==> config.mk <==
export PLATFORM = sky130hd
export DESIGN_NAME = temperature_alarm_logger
export DESIGN_NICKNAME = d
export VERILOG_FILES = /design/src/rtl/core/tal_pkg.sv /design/src/rtl/core/tal_front.sv /design/src/rtl/core/tal_queue.sv /design/src/rtl/core/tal_back.sv /design/src/rtl/core/temperature_alarm_logger.sv
export SDC_FILE = /design/constraint.sdc
export NUM_CORES = 1
export LEC_CHECK = 0
export BUFFER_PORTS_ARGS = -buffer_cell sky130_fd_sc_hd__buf_2
export CAP_MARGIN = 20
export CELL_PAD_IN_SITES_DETAIL_PLACEMENT = 1
export CELL_PAD_IN_SITES_GLOBAL_PLACEMENT = 1
export CORE_MARGIN = 2
export CORE_UTILIZATION = 55
export CTS_BUF_LIST = sky130_fd_sc_hd__clkbuf_8 sky130_fd_sc_hd__clkbuf_16
export DETAILED_ROUTE_END_ITERATION = 10
export PLACE_DENSITY_LB_ADDON = 0.1
export SLEW_MARGIN = 20
export SYNTH_ARGS = -nofsm -noshare
export SYNTH_HDL_FRONTEND = slang
export SYNTH_SLANG_ARGS = --single-unit
==> constraint.sdc <==
create_clock -name clock -period 7.7 [get_ports clock]
set_clock_uncertainty 0.15 [all_clocks]
set_input_delay 0.385 -clock clock [delete_from_list [all_inputs] [get_ports clock]]
set_output_delay 0.385 -clock clock [all_outputs]
set_load 0.005 [all_outputs]
==> src/rtl/core/tal_pkg.sv <==
// ----------------------------------------------------------------------------
// tal_pkg
// Shared types, codes and conversion helpers of the temperature alarm logger.
// ----------------------------------------------------------------------------
package tal_pkg;

   // default configuration
   localparam int LOG_BYTES_DEFAULT        = 512;
   localparam int TICKS_PER_SECOND_DEFAULT = 4;

   // fixed field widths
   localparam int ADDR_W = 9;
   localparam int TEMP_W = 6;

   // depth of the queue between front and back
   localparam int QUEUE_DEPTH = 4;

   // bytes in one log record
   localparam int RECORD_BYTES = 4;

   // operation codes
   typedef enum logic [1:0] {
      OP_TICK      = 2'd0,
      OP_REFERENCE = 2'd1,
      OP_SENSOR    = 2'd2,
      OP_CLEAR     = 2'd3
   } tal_op_type;

   // record byte order
   typedef enum logic [1:0] {
      BYTE_HOUR    = 2'd0,
      BYTE_MINUTE  = 2'd1,
      BYTE_CHANNEL = 2'd2,
      BYTE_SAMPLE  = 2'd3
   } tal_byte_type;

   // input beat
   typedef struct packed {
      logic [1:0] operation;
      logic [1:0] channel;
      logic [7:0] sample;
   } tal_req_type;

   // result beat
   typedef struct packed {
      logic              log_write;
      logic [ADDR_W-1:0] log_address;
      logic [7:0]        log_byte;
      logic              last;
      logic [TEMP_W-1:0] temperature;
      logic              alarm;
      logic [3:0]        led_mask;
      logic              log_full;
      logic [4:0]        hours;
      logic [5:0]        minutes;
   } tal_rsp_type;

   // classified item handed from front to back
   typedef struct packed {
      logic              record;
      logic [ADDR_W-1:0] base;
      logic [1:0]        channel;
      logic [7:0]        sample;
      logic [TEMP_W-1:0] temperature;
      logic              alarm;
      logic [3:0]        led_mask;
      logic              log_full;
      logic [4:0]        hours;
      logic [5:0]        minutes;
   } tal_desc_type;

   // whole volts of a reading, floor(s*5/255): count of thresholds 51*k passed
   function automatic logic [2:0] volts_of(input logic [7:0] s);
      logic [2:0] v;
      v = 3'd0;
      if (s >= 8'd51)  v = 3'd1;
      if (s >= 8'd102) v = 3'd2;
      if (s >= 8'd153) v = 3'd3;
      if (s >= 8'd204) v = 3'd4;
      if (s == 8'd255) v = 3'd5;
      return v;
   endfunction

   // reference temperature 9*v+5
   function automatic logic [TEMP_W-1:0] reference_of(input logic [7:0] s);
      return TEMP_W'(9 * volts_of(s) + 5);
   endfunction

   // sensor temperature 7*v+15
   function automatic logic [TEMP_W-1:0] sensor_of(input logic [7:0] s);
      return TEMP_W'(7 * volts_of(s) + 15);
   endfunction

endpackage

==> src/rtl/core/tal_front.sv <==
// ----------------------------------------------------------------------------
// tal_front
// Accepts input beats, keeps the clock, reference, log pointer and LEDs, and
// classifies each item into a descriptor for the back end.
// ----------------------------------------------------------------------------
module tal_front
   import tal_pkg::*;
#(
   parameter int LOG_BYTES        = LOG_BYTES_DEFAULT,
   parameter int TICKS_PER_SECOND = TICKS_PER_SECOND_DEFAULT
) (
   input  logic         clock,
   input  logic         reset,
   input  logic         accept,
   input  tal_req_type  req_item,
   output tal_desc_type desc
);

   localparam int PTR_W  = $clog2(LOG_BYTES + 1);
   localparam int TICK_W = (TICKS_PER_SECOND > 1) ? $clog2(TICKS_PER_SECOND) : 1;

   logic [TICK_W-1:0]  quarter_ff, quarter_in;
   logic [3:0]         sec_u_ff, sec_u_in;
   logic [2:0]         sec_t_ff, sec_t_in;
   logic [3:0]         min_u_ff, min_u_in;
   logic [2:0]         min_t_ff, min_t_in;
   logic [3:0]         hr_u_ff, hr_u_in;
   logic [1:0]         hr_t_ff, hr_t_in;
   logic [TEMP_W-1:0]  ref_ff, ref_in;
   logic [PTR_W-1:0]   ptr_ff, ptr_in;
   logic [3:0]         led_ff, led_in;

   // state registers
   always_ff @(posedge clock) begin
      if (reset) begin
         quarter_ff <= '0;
         sec_u_ff   <= 4'd0;
         sec_t_ff   <= 3'd0;
         min_u_ff   <= 4'd9;
         min_t_ff   <= 3'd4;
         hr_u_ff    <= 4'd8;
         hr_t_ff    <= 2'd0;
         ref_ff     <= '0;
         ptr_ff     <= '0;
         led_ff     <= 4'd0;
      end else if (accept) begin
         quarter_ff <= quarter_in;
         sec_u_ff   <= sec_u_in;
         sec_t_ff   <= sec_t_in;
         min_u_ff   <= min_u_in;
         min_t_ff   <= min_t_in;
         hr_u_ff    <= hr_u_in;
         hr_t_ff    <= hr_t_in;
         ref_ff     <= ref_in;
         ptr_ff     <= ptr_in;
         led_ff     <= led_in;
      end
   end

   // next state and descriptor for the beat on the input
   always_comb begin
      logic [TEMP_W-1:0] temp;
      logic              alarm;
      logic              full;
      logic              record;
      logic [3:0]        ch_bit;

      quarter_in = quarter_ff;
      sec_u_in   = sec_u_ff;
      sec_t_in   = sec_t_ff;
      min_u_in   = min_u_ff;
      min_t_in   = min_t_ff;
      hr_u_in    = hr_u_ff;
      hr_t_in    = hr_t_ff;
      ref_in     = ref_ff;
      ptr_in     = ptr_ff;
      led_in     = led_ff;
      temp       = '0;
      alarm      = 1'b0;
      record     = 1'b0;
      ch_bit     = 4'b0001 << req_item.channel;

      case (req_item.operation)
         OP_TICK: begin
            if (quarter_ff == TICK_W'(TICKS_PER_SECOND - 1)) begin
               quarter_in = '0;
               // one second forward, BCD carry chain
               sec_u_in = sec_u_ff + 4'd1;
               if (sec_u_in >= 4'd10) begin
                  sec_u_in = 4'd0;
                  sec_t_in = sec_t_in + 3'd1;
               end
               if (sec_t_in >= 3'd6) begin
                  sec_t_in = 3'd0;
                  min_u_in = min_u_in + 4'd1;
               end
               if (min_u_in >= 4'd10) begin
                  min_u_in = 4'd0;
                  min_t_in = min_t_in + 3'd1;
               end
               if (min_t_in >= 3'd6) begin
                  min_t_in = 3'd0;
                  hr_u_in  = hr_u_in + 4'd1;
               end
               if (hr_u_in >= 4'd10) begin
                  hr_u_in = 4'd0;
                  hr_t_in = hr_t_in + 2'd1;
               end
               if ((hr_t_in == 2'd2 && hr_u_in >= 4'd4) || hr_t_in == 2'd3) begin
                  hr_t_in  = 2'd0;
                  hr_u_in  = 4'd0;
                  min_t_in = 3'd0;
                  min_u_in = 4'd0;
                  sec_t_in = 3'd0;
                  sec_u_in = 4'd0;
               end
            end else begin
               quarter_in = quarter_ff + TICK_W'(1);
            end
         end
         OP_REFERENCE: begin
            ref_in = reference_of(req_item.sample);
            temp   = ref_in;
         end
         OP_CLEAR: begin
            ptr_in = '0;
            led_in = 4'd0;
         end
         default: begin
            temp  = sensor_of(req_item.sample);
            alarm = (temp < ref_ff);
         end
      endcase

      // room check on the pointer after this operation's own effect
      full = ((PTR_W + 1)'(ptr_in) + (PTR_W + 1)'(RECORD_BYTES)) >
             (PTR_W + 1)'(LOG_BYTES);

      // sensor outcome on LEDs and pointer
      if (req_item.operation == OP_SENSOR) begin
         if (alarm) begin
            if (!full) begin
               record = 1'b1;
               led_in = led_ff | ch_bit;
               ptr_in = ptr_ff + PTR_W'(RECORD_BYTES);
            end
         end else begin
            led_in = led_ff & ~ch_bit;
         end
      end

      desc.record      = record;
      desc.base        = ADDR_W'(ptr_ff);
      desc.channel     = req_item.channel;
      desc.sample      = req_item.sample;
      desc.temperature = temp;
      desc.alarm       = alarm;
      desc.led_mask    = led_in;
      desc.log_full    = full;
      desc.hours       = 5'(hr_t_in) * 5'd10 + 5'(hr_u_in);
      desc.minutes     = 6'(min_t_in) * 6'd10 + 6'(min_u_in);
   end

endmodule

==> src/rtl/core/tal_queue.sv <==
// ----------------------------------------------------------------------------
// tal_queue
// Short descriptor queue that decouples the front end from the back end.
// ----------------------------------------------------------------------------
module tal_queue
   import tal_pkg::*;
(
   input  logic         clock,
   input  logic         reset,
   input  logic         push,
   input  tal_desc_type wr_data,
   output logic         full,
   input  logic         pop,
   output tal_desc_type rd_data,
   output logic         empty
);

   localparam int IDX_W = (QUEUE_DEPTH > 1) ? $clog2(QUEUE_DEPTH) : 1;
   localparam int CNT_W = $clog2(QUEUE_DEPTH + 1);

   tal_desc_type       slot_ff [QUEUE_DEPTH];
   logic [IDX_W-1:0]   head_ff, head_in;
   logic [IDX_W-1:0]   tail_ff, tail_in;
   logic [CNT_W-1:0]   count_ff, count_in;
   logic               do_push;
   logic               do_pop;

   assign full    = (count_ff == CNT_W'(QUEUE_DEPTH));
   assign empty   = (count_ff == '0);
   assign do_push = push && !full;
   assign do_pop  = pop && !empty;
   assign rd_data = slot_ff[head_ff];

   // pointer and count update
   always_comb begin
      head_in  = head_ff;
      tail_in  = tail_ff;
      count_in = count_ff;
      if (do_push) begin
         tail_in = (tail_ff == IDX_W'(QUEUE_DEPTH - 1)) ? '0 : tail_ff + IDX_W'(1);
      end
      if (do_pop) begin
         head_in = (head_ff == IDX_W'(QUEUE_DEPTH - 1)) ? '0 : head_ff + IDX_W'(1);
      end
      if (do_push && !do_pop) begin
         count_in = count_ff + CNT_W'(1);
      end else if (do_pop && !do_push) begin
         count_in = count_ff - CNT_W'(1);
      end
   end

   // control registers
   always_ff @(posedge clock) begin
      if (reset) begin
         head_ff  <= '0;
         tail_ff  <= '0;
         count_ff <= '0;
      end else begin
         head_ff  <= head_in;
         tail_ff  <= tail_in;
         count_ff <= count_in;
      end
   end

   // storage
   always_ff @(posedge clock) begin
      if (do_push) begin
         slot_ff[tail_ff] <= wr_data;
      end
   end

endmodule

==> src/rtl/core/tal_back.sv <==
// ----------------------------------------------------------------------------
// tal_back
// Takes descriptors from the queue and plays them out as result beats: four
// record bytes for a logged alarm, one status beat otherwise.
// ----------------------------------------------------------------------------
module tal_back
   import tal_pkg::*;
(
   input  logic         clock,
   input  logic         reset,
   input  tal_desc_type q_data,
   input  logic         q_empty,
   output logic         q_pop,
   output logic         rsp_empty,
   input  logic         rsp_pop,
   output tal_rsp_type  rsp_item
);

   tal_desc_type cur_ff, cur_in;
   logic         valid_ff, valid_in;
   logic [1:0]   beat_ff, beat_in;
   logic         is_last;

   assign rsp_empty = !valid_ff;
   assign is_last   = !cur_ff.record || (beat_ff == BYTE_SAMPLE);

   // beat sequencing and refill from the queue
   always_comb begin
      cur_in   = cur_ff;
      valid_in = valid_ff;
      beat_in  = beat_ff;
      q_pop    = 1'b0;
      if (!valid_ff || (rsp_pop && is_last)) begin
         q_pop    = !q_empty;
         valid_in = !q_empty;
         cur_in   = q_data;
         beat_in  = 2'd0;
      end else if (rsp_pop) begin
         beat_in = beat_ff + 2'd1;
      end
   end

   always_ff @(posedge clock) begin
      if (reset) begin
         valid_ff <= 1'b0;
         beat_ff  <= 2'd0;
      end else begin
         valid_ff <= valid_in;
         beat_ff  <= beat_in;
      end
   end

   always_ff @(posedge clock) begin
      cur_ff <= cur_in;
   end

   // result fields from the held descriptor
   always_comb begin
      logic [7:0] data;
      case (beat_ff)
         BYTE_HOUR:    data = 8'(cur_ff.hours);
         BYTE_MINUTE:  data = 8'(cur_ff.minutes);
         BYTE_CHANNEL: data = 8'(cur_ff.channel) + 8'd1;
         BYTE_SAMPLE:  data = cur_ff.sample;
         default:      data = 8'd0;
      endcase
      rsp_item.log_write   = cur_ff.record;
      rsp_item.log_address = cur_ff.record ? cur_ff.base + ADDR_W'(beat_ff) : '0;
      rsp_item.log_byte    = cur_ff.record ? data : 8'd0;
      rsp_item.last        = is_last;
      rsp_item.temperature = cur_ff.temperature;
      rsp_item.alarm       = cur_ff.alarm;
      rsp_item.led_mask    = cur_ff.led_mask;
      rsp_item.log_full    = cur_ff.log_full;
      rsp_item.hours       = cur_ff.hours;
      rsp_item.minutes     = cur_ff.minutes;
   end

endmodule

==> src/rtl/core/temperature_alarm_logger.sv <==
// ----------------------------------------------------------------------------
// temperature_alarm_logger
// BCD time of day, reference and sensor conversion, alarm LEDs and a byte
// log written as four-byte records.
// ----------------------------------------------------------------------------
//  channel   ports                          beat
//  input     req_push, req_full, req_item   operation, channel, sample
//  result    rsp_pop, rsp_empty, rsp_item   log byte, address and status
//
// The front end takes one input beat per cycle while the descriptor queue
// has room; the back end sends one result beat per cycle while rsp_pop is
// high, so a logged alarm takes four result beats and any other item one.
// A result is registered in the queue, then in the back end's held descriptor.
// Synchronous reset sets the clock to 08:49:00 and clears reference, log
// pointer and LEDs. Either side may stall; the queue absorbs it until full.
// ----------------------------------------------------------------------------
module temperature_alarm_logger
   import tal_pkg::*;
#(
   parameter int LOG_BYTES        = LOG_BYTES_DEFAULT,
   parameter int TICKS_PER_SECOND = TICKS_PER_SECOND_DEFAULT
) (
   input  logic        clock,
   input  logic        reset,
   input  logic        req_push,
   output logic        req_full,
   input  tal_req_type req_item,
   output logic        rsp_empty,
   input  logic        rsp_pop,
   output tal_rsp_type rsp_item
);

   tal_desc_type desc;
   tal_desc_type q_data;
   logic         q_full;
   logic         q_empty;
   logic         q_pop;
   logic         accept;

   assign req_full = q_full;
   assign accept   = req_push && !q_full;

   // classify and update state
   tal_front #(
      .LOG_BYTES        (LOG_BYTES),
      .TICKS_PER_SECOND (TICKS_PER_SECOND)
   ) u_front (
      .clock    (clock),
      .reset    (reset),
      .accept   (accept),
      .req_item (req_item),
      .desc     (desc)
   );

   // decoupling queue
   tal_queue u_queue (
      .clock   (clock),
      .reset   (reset),
      .push    (accept),
      .wr_data (desc),
      .full    (q_full),
      .pop     (q_pop),
      .rd_data (q_data),
      .empty   (q_empty)
   );

   // result sequencing
   tal_back u_back (
      .clock     (clock),
      .reset     (reset),
      .q_data    (q_data),
      .q_empty   (q_empty),
      .q_pop     (q_pop),
      .rsp_empty (rsp_empty),
      .rsp_pop   (rsp_pop),
      .rsp_item  (rsp_item)
   );

endmodule
---- Yosys cells after proc, flatten, opt, wreduce, memory -nomap -nowiden ----
Memories as Yosys holds them, arrays and structs flattened. A register that Yosys moved wholly into a read port is not among the register bits.
Index checks and enable logic that the tools add are counted.
cells by class
  bitwise operators ....................... 3
  shifts and indexed selects .............. 1
  multiply operators ...................... 4
  reduce and logical (&&, ||, !) cells .... 26
  order comparisons ....................... 12
  add/sub/neg operators ................... 20
  div/mod/pow operators ................... 0
  multiplexer cells ....................... 67
  equality and inequality tests ........... 13
operator list
  kind                   number
  $mux 4                 22
  $mux 3                 18
  $mux 10                4
  $pmux 8 s4             1
  $mux 2                 11
  $eq 2x2->1 const B     9
  $ge 8x8->1 const B     2
  $add 4x1->4 const B    3
  $ge 4x4->1 const B     3
  $pmux 6 s2             1
  $add 10x3->11 const B  1
  $gt 11x10->1 const B   1
  $add 10x3->10 const B  1
  $add 2x1->2 const B    5
  $add 3x1->3 const B    3
  $add 9x2->9            1
  $mux 9                 1
  $eq 8x8->1 const B     1
  $ge 8x6->1 const B     1
  $ge 8x7->1 const B     1
  $mux 1                 8
  $mux 8                 1
  $logic_and 1x1->1      7
  $add 6x3->6 const B    1
  27 further kinds       39
storage, ports and cells
  output and inout port bits .............. 44
  register bits after elaboration ......... 52
  bits in latches ......................... 0
  bits in writable memories ............... 172
  input bits .............................. 16
  logic and storage cells ................. 162
  memories kept ........................... 1
  memory bits (read-only) ................. 0
memory list
  name             words  bits a word  read ports  clocked after Yosys merged registers in  write ports  line             text
  u_queue.slot_ff  4      43           1           1                                        1            tal_queue.sv:21  tal_desc_type slot_ff [QUEUE_DEPTH];

---- Longest topological paths before layout ----
  depth after elaboration ................. 29
  gate-level depth with buffers ........... 20
  depth with buffers taken out ............ 18

---- Modules after synthesis ----
A second synthesis with hierarchy kept.
second synthesis, totals
  cell total of the unflattened synthesis .. 946
  area, all modules ....................... 12,573.3 um^2
by module, submodules not included
  module                    area an instance (um^2)  times used  cells each  sequential area each (um^2)
  tal_queue                 6,685.2                  1           275         5,345.1
  tal_front                 3,834.9                  1           523         840.8
  tal_back                  2,039.5                  1           147         1,351.3
  temperature_alarm_logger  13.8                     1           1           0.0

---- Least setup slack after synthesis ----
OpenSTA, ideal clock, no wires.
  path kind ............................... reg-to-reg
  start point ............................. register u_front.sec_u_ff[0]
  end point ............................... memory u_queue.slot_ff[0][5] in the netlist's numbering, data pin
  required time ........................... 7.273 ns
  stages on the path, launching flop included .. 21
  period minus slack after synthesis ...... 4.442 ns
  buffers on the path ..................... 2
  arrival ................................. 4.015 ns
  setup time .............................. 0.277 ns
  path slack .............................. 3.258 ns
  path through ............................ dfxtp_1 -> ha_1 -> and2b_4 -> nor4b_4 -> o211ai_1 -> a2111o_1 -> nand2_2 -> nor2_1 -> buf_2 -> o311ai_2 -> o32a_2 -> buf_2 -> nand4_1 -> nand3_1 -> ha_1 -> inv_1 -> fa_1 -> nor2b_1 -> o21ai_0 -> xor2_1 -> xnor2_1
RTL lines
  what                      line             text
  start: declaration        tal_front.sv:23  logic [3:0] sec_u_ff, sec_u_in;
  start signal: assignment  tal_front.sv:48  sec_u_ff <= sec_u_in;
  end: declaration          tal_queue.sv:21

---- Worst setup path after layout ----
  start point ............................. input req_item[6] in the netlist's numbering
  end point ............................... register u_front.ptr_ff[7]
between the ends
  cells in the longest elaborated chain, start to end .. 13
  elaborated cells on any way between the ends .. 17
  those cells by class .................... 1 x add/sub; 1 x mul; 5 x order compare; 1 x eq/ne; 9 x mux
RTL lines
  what                    line                            text
  start: declaration      temperature_alarm_logger.sv:27  input tal_req_type req_item,
  $ge 8x6->1              tal_pkg.sv:76                   if (s >= 8'd51) v = 3'd1;
  $mux 1                  tal_pkg.sv:76
  $mux 2                  tal_pkg.sv:77                   if (s >= 8'd102) v = 3'd2;
  $mux 2                  tal_pkg.sv:78                   if (s >= 8'd153) v = 3'd3;
  $mux 3                  tal_pkg.sv:79                   if (s >= 8'd204) v = 3'd4;
  $mux 3 (*)              tal_pkg.sv:80                   if (s == 8'd255) v = 3'd5;
  $mux 3 (*)              tal_front.sv:83                 case (req_item.operation)
  $mul 3x3->6 (*)         tal_pkg.sv:91                   return TEMP_W'(7 * volts_of(s) + 15);
  $add 6x4->6 (*)         tal_pkg.sv:91
  $lt 6x6->1 (*)          tal_front.sv:131                alarm = (temp < ref_ff);
  $mux 1 (*)              tal_front.sv:83
  $mux 10 (*)             tal_front.sv:141                if (alarm) begin
  $mux 10 (*)             tal_front.sv:140                if (req_item.operation == OP_SENSOR) begin
  end signal: assignment  tal_front.sv:55                 ptr_ff <= ptr_in;
  end: declaration        tal_front.sv:30                 logic [PTR_W-1:0] ptr_ff, ptr_in;
Mark *: on every way between the ends. The rest lies on a longest branch, timed or not. The select of a mux whose other input is x is not followed.
A chain may end at the register's enable or synchronous reset.

==> flow_summary.toml <==
[status]
status = "complete, no violations"

[die]
die_width_um = 155
die_h_um = 155
rows = 55
core_area_um2 = 22400
die-area_um2 = 23900
io_pins = 60
initial_core_util_pct = 55.6

[global_routing]
grt_overflow_total = 0
grt_max_degree = 57
grt_pass1_wl_um = 47000
antenna_found_initial = 0
grt_usage_pct = 25.3
grt_pass1_vias = 8391

[setup_path]
start_kind = "primary input"
r2r_cells = 18
r2r-start = "u_front.sec_u_ff[0]"
startpoint = "req_item[6]"
timing.rr.end = "u_queue.slot_ff[1][5]"
arrival_ps = 5680
end_kind = "flip-flop"
r2r_slack_ps = 2330
crit_required_ps = 7940
critPathCapture = "u_front.ptr_ff[7]"
criticalPathCategory = "in -> reg"
cp_max_fo = 13

[route]
vias = 7841
drc = 0
drt.antenna.violating_nets = 0
routed_wl_um = 29900
drt_first_pass_iters = 5
viasPerCell = 6.14
first_iter_violations = 547
post_drt_wl_per_cell_um = 23.4

[timing]
rsz0062_at_grt = "no"
setup_viol = 0
finalCritPeriodShare_pct = 70.6
finalHoldViolations = 0
slew_headroom_pct = 37.4
final-max-slew-violation-count = 0
min_period_ps = 5440
fin_ws_ps = 2260
setup_tns_ps = 0
worst_slew_pin_slew_ps = 936
fin_hold_ws_ps = 35.0
fmax_mhz = 184

[run]
cap_violations = 0

[clock_network]
clkTransAtPathRegs_ps = 60
post_cts_resized = 0
htree_levels = 1
cts_tree = "done"
cts_root_buffer = "clkbuf_16"
cts_sinks = 267
cts_setup_buffers = 0
cts_hold_buf = 8
insertion_delay_ps = 550
cts_buffers = 27
clock_path_buffers = 3

[layout]
instances_no_fill = 1277
final_layout_size_suffix_gt1_share_pct = 19.0
fin_area_um2 = 13900
diodes = 0
fin_nets = 1033
area_delta_synth_final_pct = 11.1
final_util_pct = 61.8

[logic_synthesis]
synth_cells = 936
yosysTopAreaCellShare_pct = 51.7
ys_seq_area_share_pct = 60.1
synth-simple-area-share_pct = 10.5
synth_xor_area_share_pct = 1.68
synth.most_common_cell = "edfxtp_1"
synth_compound_area_share_pct = 9.86
yosys_warnings = 0
yosys_most_used_dff = "edfxtp_1"
synth_area_um2 = 12500
synthAdderAreaFrac_pct = 4.85
synth_top_family_by_area = "simple AND/OR/NAND/NOR gates"
yosysTopAreaCell = "edfxtp_1"
synthDistinctLibCells = 79
ys_seq_elements = 267
netlist_top_cells_count = "edfxtp_1 (215), nand2_1 (69), dfxtp_1 (52), o21ai_0 (48), nor2_1 (44)"
async_flop_share_pct = 0
synth_mux_area_share_pct = 8.74
synthTopCellsByArea = "edfxtp_1 (52%), dfxtp_1 (8.3%), mux4_2 (7.8%), ha_1 (4.2%), nand2_1 (2.1%)"
synth_edf_count = 215
avgSynthCellArea_um2 = 13.3
synth_nets = 998

[power]
total_power_mw = 4.21
ir_drop_mv = 0.211
powerDensity_nw_per_um2 = 304
leakagePower_nw = 4.96

[placed_design]
io_buffers = 59
hpwl_um = 19000
place_area_um2 = 12800
place.gp.congestion = 0.846
dp_cells = 1219
dp_slack_ps = 2360

[min_path]
hold_class = "in -> reg"
worst min path at each step:
stage / slack [ps] / start / endpoint / depth (start not counted)
3_3_place_gp: 300 / u_front.quarter_ff[1] / u_front.quarter_ff[1] / 2
4_1_cts: 30 / rsp_pop / u_back.beat_ff[0] / 3
5_1_grt: 50 / rsp_pop / u_back.beat_ff[0] / 3
6_report: 30 / rsp_pop / u_back.beat_ff[0] / 3
3_5_place_dp: 320 / u_front.quarter_ff[1] / u_front.quarter_ff[1] / 2
2_1_floorplan: 290 / u_front.quarter_ff[1] / u_front.quarter_ff[1] / 2
state kept, by name (all words and copies together), names as in the netlist:
| name | flops |
|---|---|
| u_back.rsp_item | 24 |
| u_front.hr_t_ff | 2 |
| u_front.ref_ff | 6 |
| u_queue.count_ff | 3 |
| u_front.min_u_ff | 4 |
| u_front.ptr_ff | 10 |
| u_queue.head_ff | 2 |
| u_front.led_ff | 4 |
| u_back.cur_ff | 19 |
| u_front.min_t_ff | 3 |
| u_back.valid_ff | 1 |
| u_front.quarter_ff | 2 |
| u_queue.tail_ff | 2 |
| u_front.hr_u_ff | 4 |
| u_front.sec_t_ff | 3 |
| u_queue.slot_ff | 172 |
| u_front.sec_u_ff | 4 |
| u_back.beat_ff | 2 |
metal layers:
| metal | wire (um) | track usage, % |
|---|---|---|
| met1 | 12800 | 33.4 |
| met5 | 0 | 0 |
| met4 | 400 | 5.91 |
| met2 | 15300 | 44.6 |
| met3 | 1490 | 3.50 |
critical path, stage by stage:
cell,delay (ps)
dlygate4sd3_1,540
buf_2,180
nand2_1,100
nor2_1,730
a211oi_1,150
nor2_1,440
inv_1,230
ha_1,280
a21o_1,160
a21oi_1,190
xnor2_1,130
ha_1,380
a211o_1,330
a211oi_2,710
o21ai_1,340
a22oi_1,300
nor2_1,90
placed cells by master (no fill, tap or decap), types with 19 or more instances in the layout:
| cell type | count |
|---|---|
| nand3_1 | 23 |
| edfxtp_1 | 215 |
| o21ai_0 | 48 |
| inv_1 | 43 |
| ha_1 | 42 |
| mux4_2 | 43 |
| and2_1 | 19 |
| nor2_1 | 44 |
| nor3_1 | 19 |
| buf_2 | 59 |
| dfxtp_1 | 50 |
| nand2_1 | 68 |
| a21oi_1 | 40 |
| clkbuf_16 | 27 |
kinds of logic (layout without fill, tap and decap cells):
kind of cell               count (synthesis)  in the layout
DFF                                      267            267
and+or+nand+nor                          254            254
AOI/OAI and AO/OA                        181            181
buffers and inverters                    108            164
muxes                                     55             55
adders and majority gates                 46             46
xor gates and xnor gates                  24             24
other                                      1              1
final cells by class:
cell class	instances	area, um^2
Clock buffer	37	813
Clock inverter	13	158
Fill cell	2156	8570
Inverter	39	146
Multi-Input combinational cell	561	4460
Sequential cell	267	7500
Tap cell	285	357
Timing Repair Buffer	75	435
where the power goes:
part	switching, mW	internal, mW	leakage, nW	total [mW]
registers	0.145	1.84	2.41	1.99
clock network	0.550	0.840	0.486	1.39
logic	0.449	0.388	2.06	0.838
total	1.14	3.07	4.96	4.21
Note: power is estimated with default switching activity, not from simulation.
